[src/hdl/u8ed_pkg.sv]
// constants and types for the utf-8 / gbk encoding detector
// no dependencies
package u8ed_pkg;

	localparam int OUT_W     = 13;
	localparam int BAD_RATIO = 10;

	localparam logic [7:0] CONT_MASK = 8'hC0;
	localparam logic [7:0] CONT_VAL  = 8'h80;
	localparam logic [7:0] LEAD2_MASK = 8'hE0;
	localparam logic [7:0] LEAD2_VAL  = 8'hC0;
	localparam logic [7:0] LEAD3_MASK = 8'hF0;
	localparam logic [7:0] LEAD3_VAL  = 8'hE0;
	localparam logic [7:0] LEAD4_MASK = 8'hF8;
	localparam logic [7:0] LEAD4_VAL  = 8'hF0;
	localparam logic [7:0] BOM_0 = 8'hEF;
	localparam logic [7:0] BOM_1 = 8'hBB;
	localparam logic [7:0] BOM_2 = 8'hBF;

	localparam logic [1:0] POS_FULL = 2'd3;

	typedef struct packed {
		logic             encoding;
		logic             bom_found;
		logic [OUT_W-1:0] checked_count;
		logic [OUT_W-1:0] bad_count;
	} result_t;

	function automatic logic [7:0] bom_byte(input logic [1:0] pos);
		logic [7:0] b;
		case (pos)
			2'd0:    b = BOM_0;
			2'd1:    b = BOM_1;
			default: b = BOM_2;
		endcase
		return b;
	endfunction

endpackage

[src/hdl/u8ed_tracker.sv]
// per-byte sequence tracking, saturating counters and verdict
// depends on u8ed_pkg
module u8ed_tracker import u8ed_pkg::*; #(
	parameter int SAMPLE_BYTES = 4096
) (
	input  logic       clk,
	input  logic       arst_n,
	input  logic       step,
	input  logic [7:0] text_byte,
	input  logic       last_byte,
	output result_t    result
);

	localparam int CW = $clog2(SAMPLE_BYTES + 1);
	localparam logic [CW-1:0] SAT = CW'(SAMPLE_BYTES);

	logic [1:0]    pend_q, pend_n;
	logic          sbad_q, sbad_n;
	logic [CW-1:0] chk_q, chk_n;
	logic [CW-1:0] bad_q, bad_n;
	logic [1:0]    pos_q, pos_n;
	logic          bom_q, bom_n;
	logic [CW+3:0] bad_x10;
	logic          bom;

	always_comb begin
		pend_n = pend_q;
		sbad_n = sbad_q;
		chk_n  = chk_q;
		bad_n  = bad_q;
		pos_n  = pos_q;
		bom_n  = bom_q;

		if (pos_q != POS_FULL) begin
			if (text_byte != bom_byte(pos_q)) begin
				bom_n = 1'b0;
			end
			pos_n = pos_q + 2'd1;
		end

		if (pend_q != 2'd0) begin
			if ((text_byte & CONT_MASK) != CONT_VAL) begin
				sbad_n = 1'b1;
			end
			pend_n = pend_q - 2'd1;
			if (pend_n == 2'd0) begin
				if (sbad_n && bad_q < SAT) begin
					bad_n = bad_q + CW'(1);
				end
				sbad_n = 1'b0;
			end
		end else if (text_byte[7]) begin
			if (chk_q < SAT) begin
				chk_n = chk_q + CW'(1);
			end
			if ((text_byte & LEAD2_MASK) == LEAD2_VAL) begin
				pend_n = 2'd1;
			end else if ((text_byte & LEAD3_MASK) == LEAD3_VAL) begin
				pend_n = 2'd2;
			end else if ((text_byte & LEAD4_MASK) == LEAD4_VAL) begin
				pend_n = 2'd3;
			end else if (bad_q < SAT) begin
				bad_n = bad_q + CW'(1);
			end
			sbad_n = 1'b0;
		end
	end

	// bad * 10 as shifts
	assign bad_x10 = {1'b0, bad_n, 3'b000} + {3'b000, bad_n, 1'b0};
	assign bom     = bom_n && (pos_n == POS_FULL);

	always_comb begin
		result.bom_found     = bom;
		result.encoding      = !bom && (chk_n != '0) &&
			!(bad_x10 < (CW+4)'(chk_n));
		result.checked_count = OUT_W'(chk_n);
		result.bad_count     = OUT_W'(bad_n);
	end

	always_ff @(posedge clk or negedge arst_n) begin
		if (!arst_n) begin
			pend_q <= '0;
			sbad_q <= 1'b0;
			chk_q  <= '0;
			bad_q  <= '0;
			pos_q  <= '0;
			bom_q  <= 1'b1;
		end else if (step) begin
			if (last_byte) begin
				pend_q <= '0;
				sbad_q <= 1'b0;
				chk_q  <= '0;
				bad_q  <= '0;
				pos_q  <= '0;
				bom_q  <= 1'b1;
			end else begin
				pend_q <= pend_n;
				sbad_q <= sbad_n;
				chk_q  <= chk_n;
				bad_q  <= bad_n;
				pos_q  <= pos_n;
				bom_q  <= bom_n;
			end
		end
	end

endmodule

[src/hdl/utf8_encoding_detector.sv]
// utf-8 / gbk encoding detector, top level
// input register, tracker and result register; depends on u8ed_pkg, u8ed_tracker
//
// usage: sample bytes arrive on the byte channel (byte_valid / byte_ready,
// text_byte, last_byte), one transfer per byte, last_byte high on the final
// byte of a sample. one verdict per sample leaves on the result channel
// (result_valid / result_ready, encoding, bom_found, checked_count, bad_count).
// throughput: one byte per cycle, except while a final byte waits behind a held verdict.
// a final byte's verdict passes the input register, then the result register.
// the next sample may start on the cycle after a final byte; no gap needed.
// when the receiver stalls, a held verdict blocks only a second final byte;
// non-final bytes keep flowing through the tracker.
// reset clears the pipeline and starts a fresh sample; counters saturate
// at SAMPLE_BYTES and are reported in 13 bits.
module utf8_encoding_detector import u8ed_pkg::*; #(
	parameter int SAMPLE_BYTES = 4096
) (
	input  logic             clk,
	input  logic             arst_n,
	input  logic             byte_valid,
	output logic             byte_ready,
	input  logic [7:0]       text_byte,
	input  logic             last_byte,
	output logic             result_valid,
	input  logic             result_ready,
	output logic             encoding,
	output logic             bom_found,
	output logic [OUT_W-1:0] checked_count,
	output logic [OUT_W-1:0] bad_count
);

	logic       valid_s1;
	logic [7:0] byte_s1;
	logic       last_s1;
	logic       adv;
	result_t    res;
	result_t    res_q;

	assign adv        = valid_s1 && (!last_s1 || !result_valid || result_ready);
	assign byte_ready = !valid_s1 || adv;

	always_ff @(posedge clk or negedge arst_n) begin
		if (!arst_n) begin
			valid_s1 <= 1'b0;
		end else if (byte_ready) begin
			valid_s1 <= byte_valid;
		end
	end

	always_ff @(posedge clk) begin
		if (byte_ready && byte_valid) begin
			byte_s1 <= text_byte;
			last_s1 <= last_byte;
		end
	end

	u8ed_tracker #(
		.SAMPLE_BYTES(SAMPLE_BYTES)
	) u_tracker (
		.clk       (clk),
		.arst_n    (arst_n),
		.step      (adv),
		.text_byte (byte_s1),
		.last_byte (last_s1),
		.result    (res)
	);

	// result register
	always_ff @(posedge clk or negedge arst_n) begin
		if (!arst_n) begin
			result_valid <= 1'b0;
		end else if (adv && last_s1) begin
			result_valid <= 1'b1;
		end else if (result_ready) begin
			result_valid <= 1'b0;
		end
	end

	always_ff @(posedge clk) begin
		if (adv && last_s1) begin
			res_q <= res;
		end
	end

	assign encoding      = res_q.encoding;
	assign bom_found     = res_q.bom_found;
	assign checked_count = res_q.checked_count;
	assign bad_count     = res_q.bad_count;

endmodule
[config.mk]
export PLATFORM = sky130hd
export DESIGN_NAME = utf8_encoding_detector
export DESIGN_NICKNAME = d
export VERILOG_FILES = /design/src/hdl/u8ed_pkg.sv /design/src/hdl/u8ed_tracker.sv /design/src/hdl/utf8_encoding_detector.sv
export SDC_FILE = /design/constraint.sdc
export NUM_CORES = 1
export LEC_CHECK = 0
export BUFFER_PORTS_ARGS = -buffer_cell sky130_fd_sc_hd__buf_2
export CAP_MARGIN = 0
export CORE_MARGIN = 8
export CORE_UTILIZATION = 60
export DETAILED_ROUTE_END_ITERATION = 7
export GPL_ROUTABILITY_DRIVEN = 0
export PLACE_DENSITY = 0.81
export REMOVE_ABC_BUFFERS = 1
export SLEW_MARGIN = 25
export SYNTH_ARGS = -nofsm -noshare
export SYNTH_HDL_FRONTEND = slang
export SYNTH_SLANG_ARGS = --single-unit
export TNS_END_PERCENT = 20
[constraint.sdc]
create_clock -name clk -period 6.2 [get_ports clk]
set_input_delay 1.24 -clock clk [delete_from_list [all_inputs] [get_ports clk]]
set_output_delay 1.24 -clock clk [all_outputs]
set_load 0.01 [all_outputs]
==> flow_summary.ini, run 1 <==
[worst_setup_path]
crit_type = reg -> reg
startpoint = u_tracker.pend_q[1]
path_max_fanout = 8
cp-start-kind = register
end_kind = register
reg2reg_from = u_tracker.pend_q[1]
arrival_ns = 5.75
worstPathRequired_ns = 6.32
worstRegToRegCells = 26

[synth]
yosys_warnings = 0
yosysMostFrequentCell = nand2_1
synth-xor-area-share_pct = 7.079
async_reset_ff_share_pct = 47.89
synthMuxAreaShare_pct = 1.218
synth_top_area_share_pct = 25.76
synthesis.area_sq_um = 4313
synth-compound-area-share_pct = 18.36
synth-simple-area-share_pct = 15.90
synth_top_family_by_area = compound AO/OA/AOI/OAI gates
yosys-top-cells-count = nand2_1, o21ai_0, edfxtp_1, dfrtp_1
synth-edff-count = 37
synth_area_leader_cell = edfxtp_1
synthAdderAreaFrac_pct = 8.007
synth_cells = 429
seq_area_frac_synth_pct = 45.52
synth_cell_type_count = 66
synthFlopType = edfxtp_1
postSynthAreaPerCell_sq_um = 10.05
synth-seq-cells = 71
ys_top_cells_by_area = edfxtp_1, dfrtp_1, ha_1

[power]
pwr-share-seq_pct = 52.8
power.density_nw_per_um2 = 219.0
power.leakage_uw = 0.002128
swShare_pct = 29.47
vdd_drop_max_mv = 0.1414
p_int_uw = 738.0
clkPwrFrac_pct = 30.7
p_comb_share_pct = 16.5
switchingPower_uw = 308.4

[routing]
firstDrtPassIters = 4
ant_nets = 0
routedWlPerCell_um = 17.17
vias_per_cell = 5.998
drt_iter0_drc = 251
num_vias = 3443
drc_errors = 0
finalWirelength_mm = 9.855

[timing]
hold_viol = 0
tightest_slew_ns = 1.004
clock.fmax_mhz = 177.6
fin_skew_ns = 0.008001
whs_ns = 0.4862
rsz0062_at_grt = no
relSlewSlack_pct = 32.85
setup_viol = 0
tns_ns = 0
fin_crit_sh_pct = 90.83
drv_slew = 0
finalCriticalPeriod_ns = 5.632

[die]
core_sq_um = 7098
num_rows = 31
die_w_um = 100.8
die_area_sq_um = 10160
die_h_um = 100.8
io_pins = 43
start_util_pct = 60.76

[clock_tree]
cts-root-buf = clkbuf_8
clk_pin_slew_ns = 0.08
cts_tree = done
cts_buffers = 9
htree_levels = 3
clock_path_buffers = 2
clk_latency_ns = 0.36
cts_sinks = 71

[min_path]
min_from = u_tracker.bom_q
min_delay_path_depth = 2
min_path_type = reg -> reg

[final_layout]
synthToLayoutAreaGrowth_pct = 10.79
n_antenna_cell = 0
fin_nets = 510
final_util_pct = 67.32
drive_gt1_share_pct = 17.26

[global_route]
antenna_found_initial = 0
grt_remaining_overflow = 0
grt_pass1_wl_mm = 15.90
grt_max_degree = 35
grt_pass1_vias = 3312
grt_use_total_pct = 20.45

[place]
hpwl_mm = 7.053
port_buffers = 42

[run]
drv_cap = 0

[outcome]
outcome = finished clean
==> repair_timing <==
action	CTS	global route
setup buffers	0	2
hold buffers	0	0
endpoints found under the setup margin	0	1
resized for setup	0	2
==> final cells by class <==
class | instances | area (sq um)
clock inverters | 6 | 37.54
clock buffers | 10 | 127.6
flip-flops and latches | 71 | 1963
fillers | 551 | 2320
inverters | 26 | 97.59
repair buffers | 46 | 240.2
well taps | 99 | 123.9
multi-input cells | 316 | 2188
==> placed cells by master (no fill, tap or decap), types with 8 or more instances in the layout <==
cell type,count
clkbuf_8,9
edfxtp_1,37
o21ai_0,40
xor2_1,14
o31ai_1,8
buf_2,42
inv_1,26
dfrtp_1,33
nand2_1,51
nor2_1,25
ha_1,26
xnor2_1,19
a21oi_1,16
==> logic make-up after synthesis <==
logic type | count (synthesis)
AOI/OAI and AO/OA | 116
buffers and inverters | 42
adders and majority gates | 27
muxes | 5
xor gates and xnor gates | 34
DFF | 71
and+or+nand+nor | 134
==> flip-flops by register name, summed over array words and instances, names as in the netlist <==
register,cells
u_tracker.pend_q,2
u_tracker.bad_q,13
u_tracker.chk_q,13
bom_found,1
u_tracker.bom_q,1
last_s1,1
result_valid,1
byte_s1,8
u_tracker.sbad_q,1
u_tracker.pos_q,2
bad_count,13
checked_count,13
encoding,1
valid_s1,1
==> layer usage <==
layer | wire (um) | track usage, % | part of all wire [%]
met1 | 4285 | 26.00 | 43
met4 | 300 | 11.28 | 3.0
met2 | 4511 | 31.38 | 46
met3 | 758 | 4.765 | 7.7
met5 | 0 | 0 | 0
==> power by group through the flow <==
stage,sequential [uW],clock [uW],combinational [uW]
floorplan,563,0,105
global placement,562,0,161
detailed placement,562,0,168
CTS,553,327,168
global route,557,344,191
finish,553,321,172
==> critical path, cell delays in order, from the launching register on <==
cell,delay (ns)
dfrtp_1,0.48
or3b_4,0.45
a21oi_4,0.22
nor2_1,0.09
nor3_1,0.22
nand3_1,0.15
nor2_1,0.22
xor2_1,0.32
ha_1,0.38
and2_1,0.19
a31oi_2,0.23
nor2_1,0.06
mux2i_1,0.14
a2bb2oi_1,0.17
a22oi_1,0.10
a21oi_1,0.23
xnor2_1,0.16
ha_1,0.27
a21oi_1,0.14
nor2b_1,0.06
o21ai_0,0.15
o211ai_1,0.11
nor2_1,0.09
o311ai_0,0.18
a2111oi_1,0.32
a211oi_1,0.14
o41a_1,0.13
==> per-stage QoR <==
stage | power (uW) | cells | setup WS [ns] | instance area, sq um
floorplan | 668.0 | 413 | 0.9807 | 4242
global placement | 722.7 | 556 | 0.7996 | 4591
detailed placement | 730.1 | 556 | 0.4895 | 4591
CTS | 1048 | 572 | 0.4977 | 4756
global route | 1093 | 574 | 0.05034 | 4778
finish | 1046 | 574 | 0.5683 | 4778
==> path summary, 6_finish.rpt <==
check / end / slack, ns
max: encoding / 0.57
min: u_tracker.bom_q / 0.49
max reg2reg: encoding / 0.57
min reg2reg: u_tracker.bom_q / 0.49
max in group asynchronous: u_tracker.bad_q[11] / 4.71
min in group asynchronous: u_tracker.chk_q[9] / 0.97
Note: power is estimated with default switching activity, not from simulation.
==> run 2, diff against run 1 <==
- CORE_UTILIZATION: 60 -> 62
- CTS_BUF_LIST: unset -> sky130_fd_sc_hd__clkbuf_8
- PLACE_DENSITY: 0.81 -> 0.83
==> flow_summary.ini, run 2 (synthesis gave the netlist of run 1 again) <==
[final_layout]
final_util_pct = 70.91
finalInstanceArea_sq_um = 4791
n_antenna_cell = 0
final_cell_mix = nand2_1, buf_2, o21ai_0
drive_gt1_share_pct = 17.86
fin_nets = 511
final_common_cell = nand2_1
n_fill_cell = 509
synthToLayoutAreaGrowth_pct = 11.08

[die]
io_pins = 43
die_h_um = 99.41
die_w_um = 99.41
core_sq_um = 6756
num_rows = 30
start_util_pct = 63.83
die_area_sq_um = 9881

[worst_setup_path]
worstPathRequired_ns = 6.30
worstRegToRegCells = 26
end_kind = register
crit_path_max_incr_delay_ns = 0.47
arrival_ns = 5.86
crit_top_cell = nor2_1
crit_type = reg -> reg
r2r_end = encoding
cp-start-kind = register
path_max_fanout = 8
reg2reg_from = u_tracker.pend_q[1]
rrSetupSlack_ns = 0.45
slowest_stage = dfrtp_1

[place]
port_buffers = 42
hpwl_mm = 7.284
placed_area_sq_um = 4567

[timing]
drv_slew = 0
hold_viol = 0
fin_skew_ns = 0.01445
relSlewSlack_pct = 28.39
tns_ns = 0
fin_crit_sh_pct = 92.80
setup_viol = 0
finalCriticalPeriod_ns = 5.754
clock.fmax_mhz = 173.8
rsz0062_at_grt = no
tightest_slew_ns = 1.070

[routing]
ant_nets = 0
finalWirelength_mm = 10.19
drt_iter0_drc = 296
wl_met1_mm = 4.335
firstDrtPassIters = 5
wl_met3_um = 768
top_layer_used = met4
num_vias = 3514
vias_per_cell = 6.320
routedWlPerCell_um = 18.32
met2_length_mm = 4.816
drc_errors = 0

[min_path]
min_path_type = reg -> reg
holdPathEnd = u_tracker.bom_q
min_delay_path_depth = 2
min_from = u_tracker.bom_q

[power]
vdd_drop_max_mv = 0.1729
swShare_pct = 29.06
pwr-share-seq_pct = 50.0
switchingPower_uw = 321.3
power.density_nw_per_um2 = 230.8
clkPwrFrac_pct = 34.3
p_int_uw = 784.5
p_comb_share_pct = 15.7
power.leakage_uw = 0.002152

[global_route]
grt_remaining_overflow = 0
grt_max_degree = 35
grt_use_total_pct = 21.55
grt_pass1_wl_mm = 16.75
antenna_found_initial = 0
grt_pass1_vias = 3473

[clock_tree]
clk_latency_ns = 0.36
cts_buffers = 9
cts_sinks = 71
cts-root-buf = clkbuf_8
cts_tree = done
clk_pin_slew_ns = 0.08
htree_levels = 3
clock_path_buffers = 2

[run]
drv_cap = 0

[outcome]
outcome = finished clean
-- run 2: timing repair --
action | CTS | global route
endpoints found under the setup margin | 0 | 1
hold buffers | 0 | 0
setup buffers | 0 | 3
resized for setup | 0 | 0
-- run 2: through the flow --
stage	instances	total power, uW	setup slack [ns]	hold WS, ns
final	556	1106	0.4461	0.4939
after floorplan	413	668.0	0.9807	0.4546
after global placement	537	721.3	0.8354	0.4629
after detailed placement	537	729.4	0.5844	0.4728
after CTS	553	1109	0.4965	0.4870
after global routing	556	1153	0.02517	0.5078
-- run 2: worst max path at each step --
stage,start,endpoint,slack (ns),cells after the start
after floorplan,u_tracker.pend_q[1],encoding,0.98,26
after global placement,byte_s1[7],encoding,0.84,26
after detailed placement,byte_s1[7],encoding,0.58,26
after CTS,byte_s1[7],encoding,0.50,26
after global routing,u_tracker.pend_q[1],encoding,0.03,26
final,u_tracker.pend_q[1],encoding,0.45,26
-- run 2: worst max-delay path: cells and delay by family, from the launching register on --
family | cells | cell delay [ns]
fa+ha+maj | 2 | 0.63
simple gates | 9 | 1.50
compound gates | 12 | 2.28
flops | 1 | 0.47
mux | 1 | 0.14
xor+xnor | 2 | 0.44
-- run 2: per-layer routing --
| layer | vias up | track usage (%) |
|---|---|---|
| met3 | 41 | 6.006 |
| li1 | 1644 | - |
| met4 | 0 | 10.24 |
| met2 | 170 | 34.97 |
| met5 | - | 0 |
| met1 | 1659 | 25.87 |
-- run 2: layout make-up --
class / count / area, sq um / share of cell area [%]
inverters: 26 / 97.59 / 2.037
repair buffers: 47 / 247.7 / 5.171
well taps: 80 / 100.1 / 2.089
flip-flops and latches: 71 / 1963 / 40.98
multi-input cells: 316 / 2181 / 45.52
clock buffers: 9 / 123.9 / 2.586
clock inverters: 7 / 77.57 / 1.619
-- run 2: power by group through the flow --
stage	registers (uW)	clock network [uW]	logic [uW]
floorplan	563	0	105
global placement	561	0	160
CTS	553	387	170
detailed placement	563	0	167
finish	553	379	173
global route	556	406	191
==> run 3, diff against run 2 <==
- PLACE_DENSITY: 0.83 -> 0.81
==> flow_summary.ini, run 3 (synthesis gave the netlist of run 1 again) <==
[outcome]
outcome = finished clean

[routing]
ant_nets = 0
drt_iter0_drc = 287
finalWirelength_mm = 9.892
drc_errors = 0
firstDrtPassIters = 6
num_vias = 3474
routedWlPerCell_um = 17.89
vias_per_cell = 6.282

[worst_setup_path]
endpoint = encoding
arrival_ns = 5.82
crit_path_max_incr_delay_ns = 0.50
path_max_fanout = 9
cp-start-kind = register
slowest_stage = edfxtp_1
crit_top_cell = nor2_1
reg2reg_from = byte_s1[7]
startpoint = byte_s1[7]
r2r_end = encoding
worstRegToRegCells = 26
end_kind = register
rrSetupSlack_ns = 0.49
worstPathRequired_ns = 6.31
crit_type = reg -> reg

[final_layout]
instances_no_fill = 553
final_cell_mix = nand2_1, buf_2, o21ai_0
fin_nets = 508
n_antenna_cell = 0
synthToLayoutAreaGrowth_pct = 11.17
drive_gt1_share_pct = 17.34
final_common_cell = nand2_1
finalInstanceArea_sq_um = 4795

[timing]
setup_viol = 0
clock.fmax_mhz = 175.0
hold_viol = 0
fin_skew_ns = 0.01393
relSlewSlack_pct = 44.04
finalCriticalPeriod_ns = 5.715
tns_ns = 0
fin_crit_sh_pct = 92.17
tightest_slew_ns = 0.8373
whs_ns = 0.4868
drv_slew = 0

[global_route]
grt_pass1_wl_mm = 16.02
grt_max_degree = 35
grt_remaining_overflow = 0
grt_pass1_vias = 3207
antenna_found_initial = 0
grt_use_total_pct = 20.67

[die]
die_h_um = 99.41
die_area_sq_um = 9881
io_pins = 43
die_w_um = 99.41
num_rows = 30
start_util_pct = 63.83
core_sq_um = 6756

[power]
power_uw = 1135
pwr-share-seq_pct = 48.9
vdd_drop_max_mv = 0.1586
power.leakage_uw = 0.002154
clkPwrFrac_pct = 36.3
switchingPower_uw = 303.5
p_int_uw = 831.2
power.density_nw_per_um2 = 236.7
swShare_pct = 26.75
p_comb_share_pct = 14.8

[clock_tree]
cts_buffers = 9
clock_path_buffers = 2
htree_levels = 3
cts_tree = done
clk_latency_ns = 0.36
clk_pin_slew_ns = 0.08
cts-root-buf = clkbuf_8
cts_sinks = 71
post_cts_buffers = 0

[min_path]
min_path_type = reg -> reg
min_delay_path_depth = 2

[place]
hpwl_mm = 7.109
placed_area_sq_um = 4567
port_buffers = 42
dpl.cell_count = 537

[run]
drv_cap = 0
[run 3: timing repair]
action,4_1_cts,5_1_grt
hold buffers,0,0
setup endpoints to repair,0,1
gates resized for setup,0,1
[run 3: metal layers]
| layer | routed length, um | vias up | GRT usage (%) |
|---|---|---|---|
| met4 | 344 | 0 | 11.41 |
| li1 | - | 1634 | - |
| met5 | 0 | - | 0 |
| met2 | 4486 | 165 | 31.87 |
| met1 | 4214 | 1644 | 25.88 |
| met3 | 847 | 31 | 5.377 |
[run 3: worst min path at each step]
stage	start	endpoint
6_report	u_tracker.bom_q	u_tracker.bom_q
2_1_floorplan	u_tracker.bom_q	u_tracker.bom_q
3_3_place_gp	u_tracker.bom_q	u_tracker.bom_q
4_1_cts	u_tracker.bom_q	u_tracker.bom_q
3_5_place_dp	u_tracker.bom_q	u_tracker.bom_q
5_1_grt	u_tracker.bom_q	u_tracker.bom_q
[run 3: cell type report]
type | instances | area (sq um)
timing repair buffer | 44 | 225.2
fill | 507 | 1962
multi-input combinational | 316 | 2185
sequential | 71 | 1963
tap | 80 | 100.1
clock inverter | 6 | 86.33
inverter | 26 | 97.59
clock buffer | 10 | 137.6
[run 3: per-stage QoR]
stage	utilization, %	setup slack (ns)
after CTS	70.91	0.5742
final	70.96	0.4854
after global routing	70.96	-0.05335
after global placement	67.59	0.8477
after detailed placement	67.59	0.6057
after floorplan	-	0.9807
[run 3: worst max-delay path, delay by kind of cell, from the launching register on]
| kind | cells | cell delay [ns] |
|---|---|---|
| AO/OA/AOI/OAI | 12 | 2.25 |
| XOR/XNOR | 2 | 0.43 |
| adder cells (fa/ha/maj) | 2 | 0.63 |
| flip-flops | 1 | 0.50 |
| multiplexers | 1 | 0.15 |
| AND/OR/NAND/NOR | 9 | 1.52 |
[run 3: power groups by stage]
stage / Sequential, uW / Combinational (uW) / Clock (uW)
2_1_floorplan: 563 / 105 / 0
6_report: 554 / 168 / 412
4_1_cts: 554 / 166 / 414
5_1_grt: 558 / 186 / 433
3_5_place_dp: 563 / 165 / 0
3_3_place_gp: 562 / 160 / 0
